<file path="src/rtl/spca_pkg.sv">
package spca_pkg;

    localparam int MAX_CHUNKS      = 64;
    localparam int MAX_CHUNK_SHIFT = 8;
    localparam int PIXEL_BITS      = 30;

    localparam int SLOT_W  = $clog2(MAX_CHUNKS);
    localparam int COUNT_W = $clog2(MAX_CHUNKS + 1);
    localparam int SHIFT_W = 4;
    localparam int OFF_W   = MAX_CHUNK_SHIFT;
    localparam int ROW_W   = 1 << MAX_CHUNK_SHIFT;
    localparam int ADDR_W  = SLOT_W + MAX_CHUNK_SHIFT;
    localparam int DEPTH   = MAX_CHUNKS << MAX_CHUNK_SHIFT;
    localparam int VALUE_W = 32;
    localparam int CMD_W   = 2;

    typedef enum logic [CMD_W-1:0] {
        CMD_ADD   = 2'd0,
        CMD_READ  = 2'd1,
        CMD_CLEAR = 2'd2
    } t_cmd;

    typedef enum logic [1:0] {
        S_IDLE,
        S_LOOK,
        S_MEM,
        S_WB
    } t_state;

    typedef struct packed {
        logic load;
        logic look;
        logic mem;
        logic wb;
    } t_ctrl_cmd;

    typedef struct packed {
        logic out_free;
    } t_ctrl_sts;

endpackage

</file>
<file path="src/rtl/spca_ctrl.sv">
module spca_ctrl
    import spca_pkg::*;
(
    input  logic      i_clk,
    input  logic      i_rst_n,
    input  logic      i_valid,
    output logic      o_ready,
    input  t_ctrl_sts i_sts,
    output t_ctrl_cmd o_cmd
);

    t_state r_state;
    t_state n_state;

    always_ff @(posedge i_clk) begin
        if (!i_rst_n) begin
            r_state <= S_IDLE;
        end else begin
            r_state <= n_state;
        end
    end

    always_comb begin
        n_state  = r_state;
        o_ready  = 1'b0;
        o_cmd    = '0;
        case (r_state)
            S_IDLE: begin
                o_ready = 1'b1;
                if (i_valid) begin
                    o_cmd.load = 1'b1;
                    n_state    = S_LOOK;
                end
            end
            S_LOOK: begin
                o_cmd.look = 1'b1;
                n_state    = S_MEM;
            end
            S_MEM: begin
                o_cmd.mem = 1'b1;
                n_state   = S_WB;
            end
            S_WB: begin
                // hold until the output register can take the item
                if (i_sts.out_free) begin
                    o_cmd.wb = 1'b1;
                    n_state  = S_IDLE;
                end
            end
            default: begin
                n_state = S_IDLE;
            end
        endcase
    end

endmodule

</file>
<file path="config.mk">
export PLATFORM = sky130hd
export DESIGN_NAME = spca_ctrl
export DESIGN_NICKNAME = d
export VERILOG_FILES = /design/src/rtl/spca_pkg.sv /design/src/rtl/spca_ctrl.sv
export SDC_FILE = /design/constraint.sdc
export NUM_CORES = 1
export LEC_CHECK = 0
export ABC_AREA = 1
export BUFFER_PORTS_ARGS = -buffer_cell sky130_fd_sc_hd__buf_2
export CORE_AREA = 2 2 39 41
export DETAILED_ROUTE_END_ITERATION = 8
export DIE_AREA = 0 0 41 43
export RECOVER_POWER = 25
export SYNTH_ARGS = -nofsm -noshare
export SYNTH_HDL_FRONTEND = slang
export SYNTH_SLANG_ARGS = --single-unit
</file>
<file path="constraint.sdc">
create_clock -name i_clk -period 1.52 [get_ports i_clk]
set_clock_uncertainty 0.15 [all_clocks]
set_input_delay 0.076 -clock i_clk [delete_from_list [all_inputs] [get_ports i_clk]]
set_output_delay 0.076 -clock i_clk [all_outputs]
set_load 0.02 [all_outputs]
</file>
=== Yosys cells after proc, flatten, opt, wreduce, memory -nomap -nowiden ===
Index checks and enable logic that the tools add are counted.

* Flip-flop bits (word level): 2
* Input port bits: 4
* Output and inout port bits: 5

* Eq/ne operators: 5
* Muxes and demuxes: 10
* Reductions and logical operators: 2

{| class="wikitable"
|+ Operators with widths
! cell !! count
|-
| $pmux W2 S4 || 1
|-
| $mux W1 || 7
|-
| $eq A2 B2 Y1 const B || 2
|-
| $mux W2 || 2
|-
| $ne A2 B2 Y1 const B || 2
|-
| $eq A2 B1 Y1 const B || 1
|-
| $logic_not A2 Y1 || 1
|-
| $reduce_and A2 Y1 || 1
|}

=== Logic depth before layout (Yosys ltp) ===
Gate-level depths: netlist of the first run.

* Depth after elaboration: 3
* Mapped depth: 6
* Mapped depth without buffers: 6

=== Least setup slack after synthesis of the first run ===
Ideal clock, no wire load.

* Path kind: register to register
* Start: register r_state[0]
* End: register r_state[1]
* Setup time: 0.115 ns
* Arrival time: 1.002 ns
* Path slack: 0.253 ns
* Cell stages (with the launch flop): 6
* Period minus slack after synthesis: 1.267 ns
* Cell sequence: dfxtp_1 -> inv_1 -> ha_1 -> nand2_2 -> a21oi_1 -> nor2_1

* Word-level cells in the longest chain between the ends: 3
* Elaborated cells between the ends (all ways): 8
* Those cells by class: eq/ne (5); mux (1); reduce/logical (2)

{| class="wikitable"
|+ RTL lines
! what !! line !! text
|-
| start: declaration || spca_ctrl.sv:12 || <nowiki>t_state r_state;</nowiki>
|-
| start signal: assignment || spca_ctrl.sv:19 || <nowiki>r_state <= n_state;</nowiki>
|-
| $eq A2 B2 Y1 or $logic_not A2 Y1 (tied branches) || spca_ctrl.sv:27 || <nowiki>case (r_state)</nowiki>
|-
| $ne A2 B2 Y1 (no line) || n/a ||
|-
| $reduce_and A2 Y1 (no line) || n/a ||
|}

Parallel ways exist; a longest one is shown, timed or not.
A chain may end at the register's enable or synchronous reset.

==> impl_metrics.toml, run 1 <==
[status]
status = "completed"

[timing]
hold_viol = 0
finalSetupViolations = 0
period_share = 0.910
fin_setup_tns_ns = 0
maxSlewViolCount = 0
max_freq_mhz = 723
rsz0062_at_grt = "false"
min_period_ns = 1.38
tightest_slew_ns = 0.249
slew_headroom = 0.835

[worst_setup_path]
timing.rr.start = "r_state[0]"
cp.arrival_ns = 1.16
cp_max_fo = 4
endpoint = "o_cmd[3]"
crit_path_end_kind = "output pin"
cpMostUsedCell = "inv_1"
critPathLaunch = "r_state[0]"
rrSetupSlack_ns = 0.28
cp_num_buf_inv = 3
worstSetupPathType = "flip-flop to output pin"
startpoint_type = "flip-flop"
max_stage_delay_ns = 0.37
cp.depth = 5
rr_worst_depth = 6
crit_chain = "inv_1 -> ha_1 -> nand2_1 -> inv_1 -> buf_2"
slowest_stage = "dfxtp_1"
cp.required_ns = 1.29
critPathTopFamily = "flip-flops"
r2r-end = "r_state[0]"

[drt]
m1WireLength_um = 143
drt_iter0_markers = 1
drc_errors = 0
viasPerCell = 3.19
drtPass1Iterations = 3
avgRoutedWirePerCell_um = 6.15
via_count = 172
met3_length_um = 31
top_layer = "met3"
wl_met2_um = 156
routed_wl_um = 332
ant_nets = 0

[synthesis]
synth-edff-count = 0
yosysTopAreaCellShare = 0.280
avgSynthCellArea_um2 = 6.88
synth_area_leaders = "ha_1 28%, dfxtp_1 22%, inv_1 15%"
ys_async_sr_fraction = 0
synth_nets = 34
synthFlopType = "dfxtp_1"
yosys_warnings = 0
syn-instance-count = 26
synthesis.area_um2 = 179
synthMostInstantiatedCell = "inv_1"
yosys_register_bits = 2
synthDistinctLibCells = 8
synth.top_cells.by_count = "7 x inv_1, 5 x nand2_1, 4 x ha_1, 3 x nor2_1"
seq_area_frac_synth = 0.224
synth_top_cell_by_area = "ha_1"

[cts]
numCtsBuffers = 3
clk_latency_ns = 0.22
root_buffer = "clkbuf_4"
cts_setup_buffers = 0
clk_pin_slew_ns = 0.03
clock_path_buffers = 2
cts_tree = "done"
ctsHoldBuffers = 1
post_cts_resized = 0
clkSinkCount = 2
htreeDepth = 1

[grt]
grt_pass1_vias = 137
overflow = 0
grt.total_usage = 0.0441
grt_pass1_wl_um = 441
antenna_found_initial = 0
grt_max_degree = 5

[placed_design]
placedCellCount = 50
io_buffers = 8
dp_hpwl_um = 275
routabilityCongestion = 0.642

[final_layout]
regMostFlops = "r_state"
areaGrowthSynthToFinish_pct = 51.0
n_antenna_cell = 0
fill_cells = 153
drive_above_1_share = 0.342
utilization = 0.195
fin_nets = 48
seq_area_um2 = 40.0
largest_register_ffs = 2
multiInputGateArea_um2 = 113
largestRegisters = "r_state: 2 flops"
finalNonFillerCells = 54

[min_path]
min_from = "i_sts"
holdCritPathClass = "primary input to flip-flop"

[pwr]
leakage_uw = 0.000166
power_frac_clock = 0.229
power_density_mw_per_mm2 = 1890
switchingPower_uw = 237
p_seq_frac = 0.195
swShare = 0.464
ir_drop_uv = 473
p_int_uw = 273
combinationalPowerShare = 0.576

[floorplanning]
coreArea_mm2 = 0.00138
die_area_mm2 = 0.00176
start_util = 0.129
rows = 14
pin_count = 9
die_h_um = 43
die_w_um = 41

[flow_run]
cap_violations = 0
-- power groups by stage --
| stage | combinational [µW] | sequential (µW) | clock, µW |
|---|---|---|---|
| global route | 324 | 105 | 127 |
| global placement | 294 | 97.7 | 0 |
| finish | 294 | 99.5 | 117 |
| floorplan | 237 | 94.7 | 0 |
| detailed placement | 298 | 101 | 0 |
| CTS | 300 | 100 | 128 |
-- through the flow --
stage	hold WS (ns)	total power [µW]	setup slack [ns]	area, µm²
after global placement	0.163	392	0.319	239
after CTS	0.0845	528	0.114	272
final	0.0919	510	0.136	270
after floorplan	0.0466	332	0.253	179
after detailed placement	0.171	399	0.274	239
after global routing	0.122	557	0.0352	270
-- worst reg2reg max path, stage by stage, from the launching register on --
cell and delay [ns]:
dfxtp_1 0.37, inv_1 0.08, ha_1 0.24, nor2_1 0.13, nand2_1 0.06, nand2_1 0.05
nor2_1 0.04
-- how the worst min path moves through the flow --
stage                 end  cells after the start
3_5_place_dp   r_state[1]                      3
4_1_cts        r_state[1]                      6
6_report       r_state[0]                      5
5_1_grt        r_state[1]                      6
3_3_place_gp   r_state[1]                      3
2_1_floorplan  r_state[1]                      2
-- logic make-up after synthesis --
| logic type | synth area share |
|---|---|
| buffers and inverters | 0.147 |
| AND/OR/NAND/NOR | 0.294 |
| AO/OA/AOI/OAI | 0.0559 |
| flip-flops | 0.224 |
| adder cells (fa/ha/maj) | 0.280 |
-- final cells by class --
cell class | count | share of cell area
multi-input combinational | 17 | 0.417
timing repair buffer | 9 | 0.181
inverter | 7 | 0.0972
sequential | 2 | 0.148
tap | 16 | 0.0741
clock buffer | 3 | 0.0833
-- cells in the final DEF (no fill, tap or decap) --
| cell | synthesis | routed |
|---|---|---|
| inv_1 | 7 | 7 |
| buf_2 | 0 | 7 |
| nand2_1 | 5 | 5 |
| ha_1 | 4 | 4 |
| nor2_1 | 3 | 3 |
| clkbuf_4 | 0 | 3 |
| nand2_2 | 2 | 2 |
| a21oi_1 | 2 | 2 |
| dfxtp_1 | 2 | 2 |
| nand3_2 | 1 | 1 |
| dlygate4sd3_1 | 0 | 1 |
| clkbuf_1 | 0 | 1 |
-- layer usage --
metal	up-vias	global-route usage
li1	99	-
met1	67	0.0415
met2	6	0.0500
met3	0	0.0157
met4	0	0.0800
met5	-	0
No activity file was read; power rests on OpenSTA's default activity.
==> run 2: changes to the inputs <==
- SLEW_MARGIN: unset -> 20
- clock period: 1.52 -> 1.7 ns (I/O delays scaled with it)
==> run 2 against run 1 <==
Against the previous run:
- count of clock-buffer cells in the layout stayed put
- first-iteration DRC count stayed put
- total power is 11% lower
- non-clock buffer count stayed put
- critical path type unchanged
- largest cell class unchanged
==> impl_metrics.toml, run 2 (same netlist as run 1, synthesis figures left out) <==
[status]
status = "completed"

[pwr]
switchingPower_uw = 211
power_density_mw_per_mm2 = 1680
power_frac_clock = 0.226
combinationalPowerShare = 0.575
p_seq_frac = 0.200
ir_drop_uv = 427
swShare = 0.464
p_int_uw = 244
leakage_uw = 0.000166

[timing]
fin_setup_tns_ns = 0
slew_headroom = 0.838
setup_slack_ns = 0.286
maxSlewViolCount = 0
rsz0062_at_grt = "false"
finalSetupViolations = 0
min_period_ns = 1.41
tightest_slew_ns = 0.245
period_share = 0.832
max_freq_mhz = 707
hold_viol = 0

[final_layout]
n_antenna_cell = 0
fill_cells = 148
seq_area_um2 = 40.0
fin_nets = 48
multiInputGateArea_um2 = 113
largestRegisters = "r_state: 2 flops"
regMostFlops = "r_state"
largest_register_ffs = 2
utilization = 0.195
areaGrowthSynthToFinish_pct = 51.0
drive_above_1_share = 0.342
finalNonFillerCells = 54
final_cell_mix = "7 x inv_1, 7 x buf_2, 5 x nand2_1"

[floorplanning]
die_area_mm2 = 0.00176
coreArea_mm2 = 0.00138
pin_count = 9
start_util = 0.129
rows = 14
die_h_um = 43
die_w_um = 41

[drt]
via_count = 180
drt_iter0_markers = 1
ant_nets = 0
avgRoutedWirePerCell_um = 6.19
viasPerCell = 3.33
drtPass1Iterations = 4
routed_wl_um = 334
drc_errors = 0

[worst_setup_path]
cp_max_fo = 4
cp.arrival_ns = 1.18
crit_path_end_kind = "output pin"
critPathTopFamily = "flip-flops"
worstSetupPathType = "flip-flop to output pin"
cpMostUsedCell = "inv_1"
cp.required_ns = 1.46
startpoint_type = "flip-flop"
cp_num_buf_inv = 3
slowest_stage = "dfxtp_1"
crit_chain = "inv_1 -> ha_1 -> nand2_1 -> inv_1 -> buf_2"
max_stage_delay_ns = 0.38

[grt]
antenna_found_initial = 0
overflow = 0
grt.total_usage = 0.0430
grt_max_degree = 5
grt_pass1_vias = 125
grt_pass1_wl_um = 441

[placed_design]
dp_slack_ns = 0.450
routabilityCongestion = 0.708
io_buffers = 8
dp_hpwl_um = 268
placedCellCount = 50

[cts]
clk_latency_ns = 0.22
numCtsBuffers = 3
htreeDepth = 1
clk_pin_slew_ns = 0.03
post_cts_resized = 0
cts_tree = "done"
clkSinkCount = 2
root_buffer = "clkbuf_4"
clock_path_buffers = 2

[flow_run]
cap_violations = 0

[min_path]
holdCritPathClass = "primary input to flip-flop"
run 2: cell counts in the layout (fill, tap and decap cells not counted):
Identical to the previous run, type by type.
run 2: worst min-delay path: stages:
cell and delay [ns]:
buf_2 0.09, inv_1 0.04, nand2_2 0.07, a21oi_1 0.07, nor2_1 0.08
run 2: final cells by class:
class / instances / share of cell area
multi-input cells: 17 / 0.417
flip-flops and latches: 2 / 0.148
inverters: 7 / 0.0972
clock buffers: 3 / 0.0833
repair buffers: 9 / 0.181
well taps: 16 / 0.0741
run 2: final timing paths:
kind,cells past startpoint,slack (ns),endpoint,from
setup / recovery,5,0.29,o_cmd[3],r_state[0]
hold reg to reg,2,0.39,r_state[1],r_state[1]
hold / removal,5,0.10,r_state[0],i_valid
setup reg to reg,6,0.45,r_state[0],r_state[0]
run 2: through the flow:
step | power (µW) | hold slack, ns | cell area (µm²)
floorplan | 297 | 0.0556 | 179
global placement | 351 | 0.186 | 239
detailed placement | 356 | 0.180 | 239
CTS | 468 | 0.0992 | 272
global route | 501 | 0.131 | 270
finish | 454 | 0.105 | 270
run 2: power groups by stage:
| stage | logic, µW | clock network, µW | registers (µW) |
|---|---|---|---|
| global route | 293 | 116 | 92.2 |
| global placement | 261 | 0 | 90.4 |
| floorplan | 212 | 0 | 84.7 |
| finish | 261 | 103 | 90.6 |
| CTS | 267 | 110 | 90.6 |
| detailed placement | 264 | 0 | 91.3 |
run 2: repair_timing:
action | in CTS | in global routing
hold buffers | 1 | 0
hold endpoints to repair | 2 | 0
buffers inserted | 0 | 0
run 2: metal layers:
metal	wire, µm	GRT usage	up-vias
met3	36	0.0314	0
met2	141	0.0406	8
met1	157	0.0478	71
met4	0	0.0600	0
li1	-	-	101
met5	0	0	-
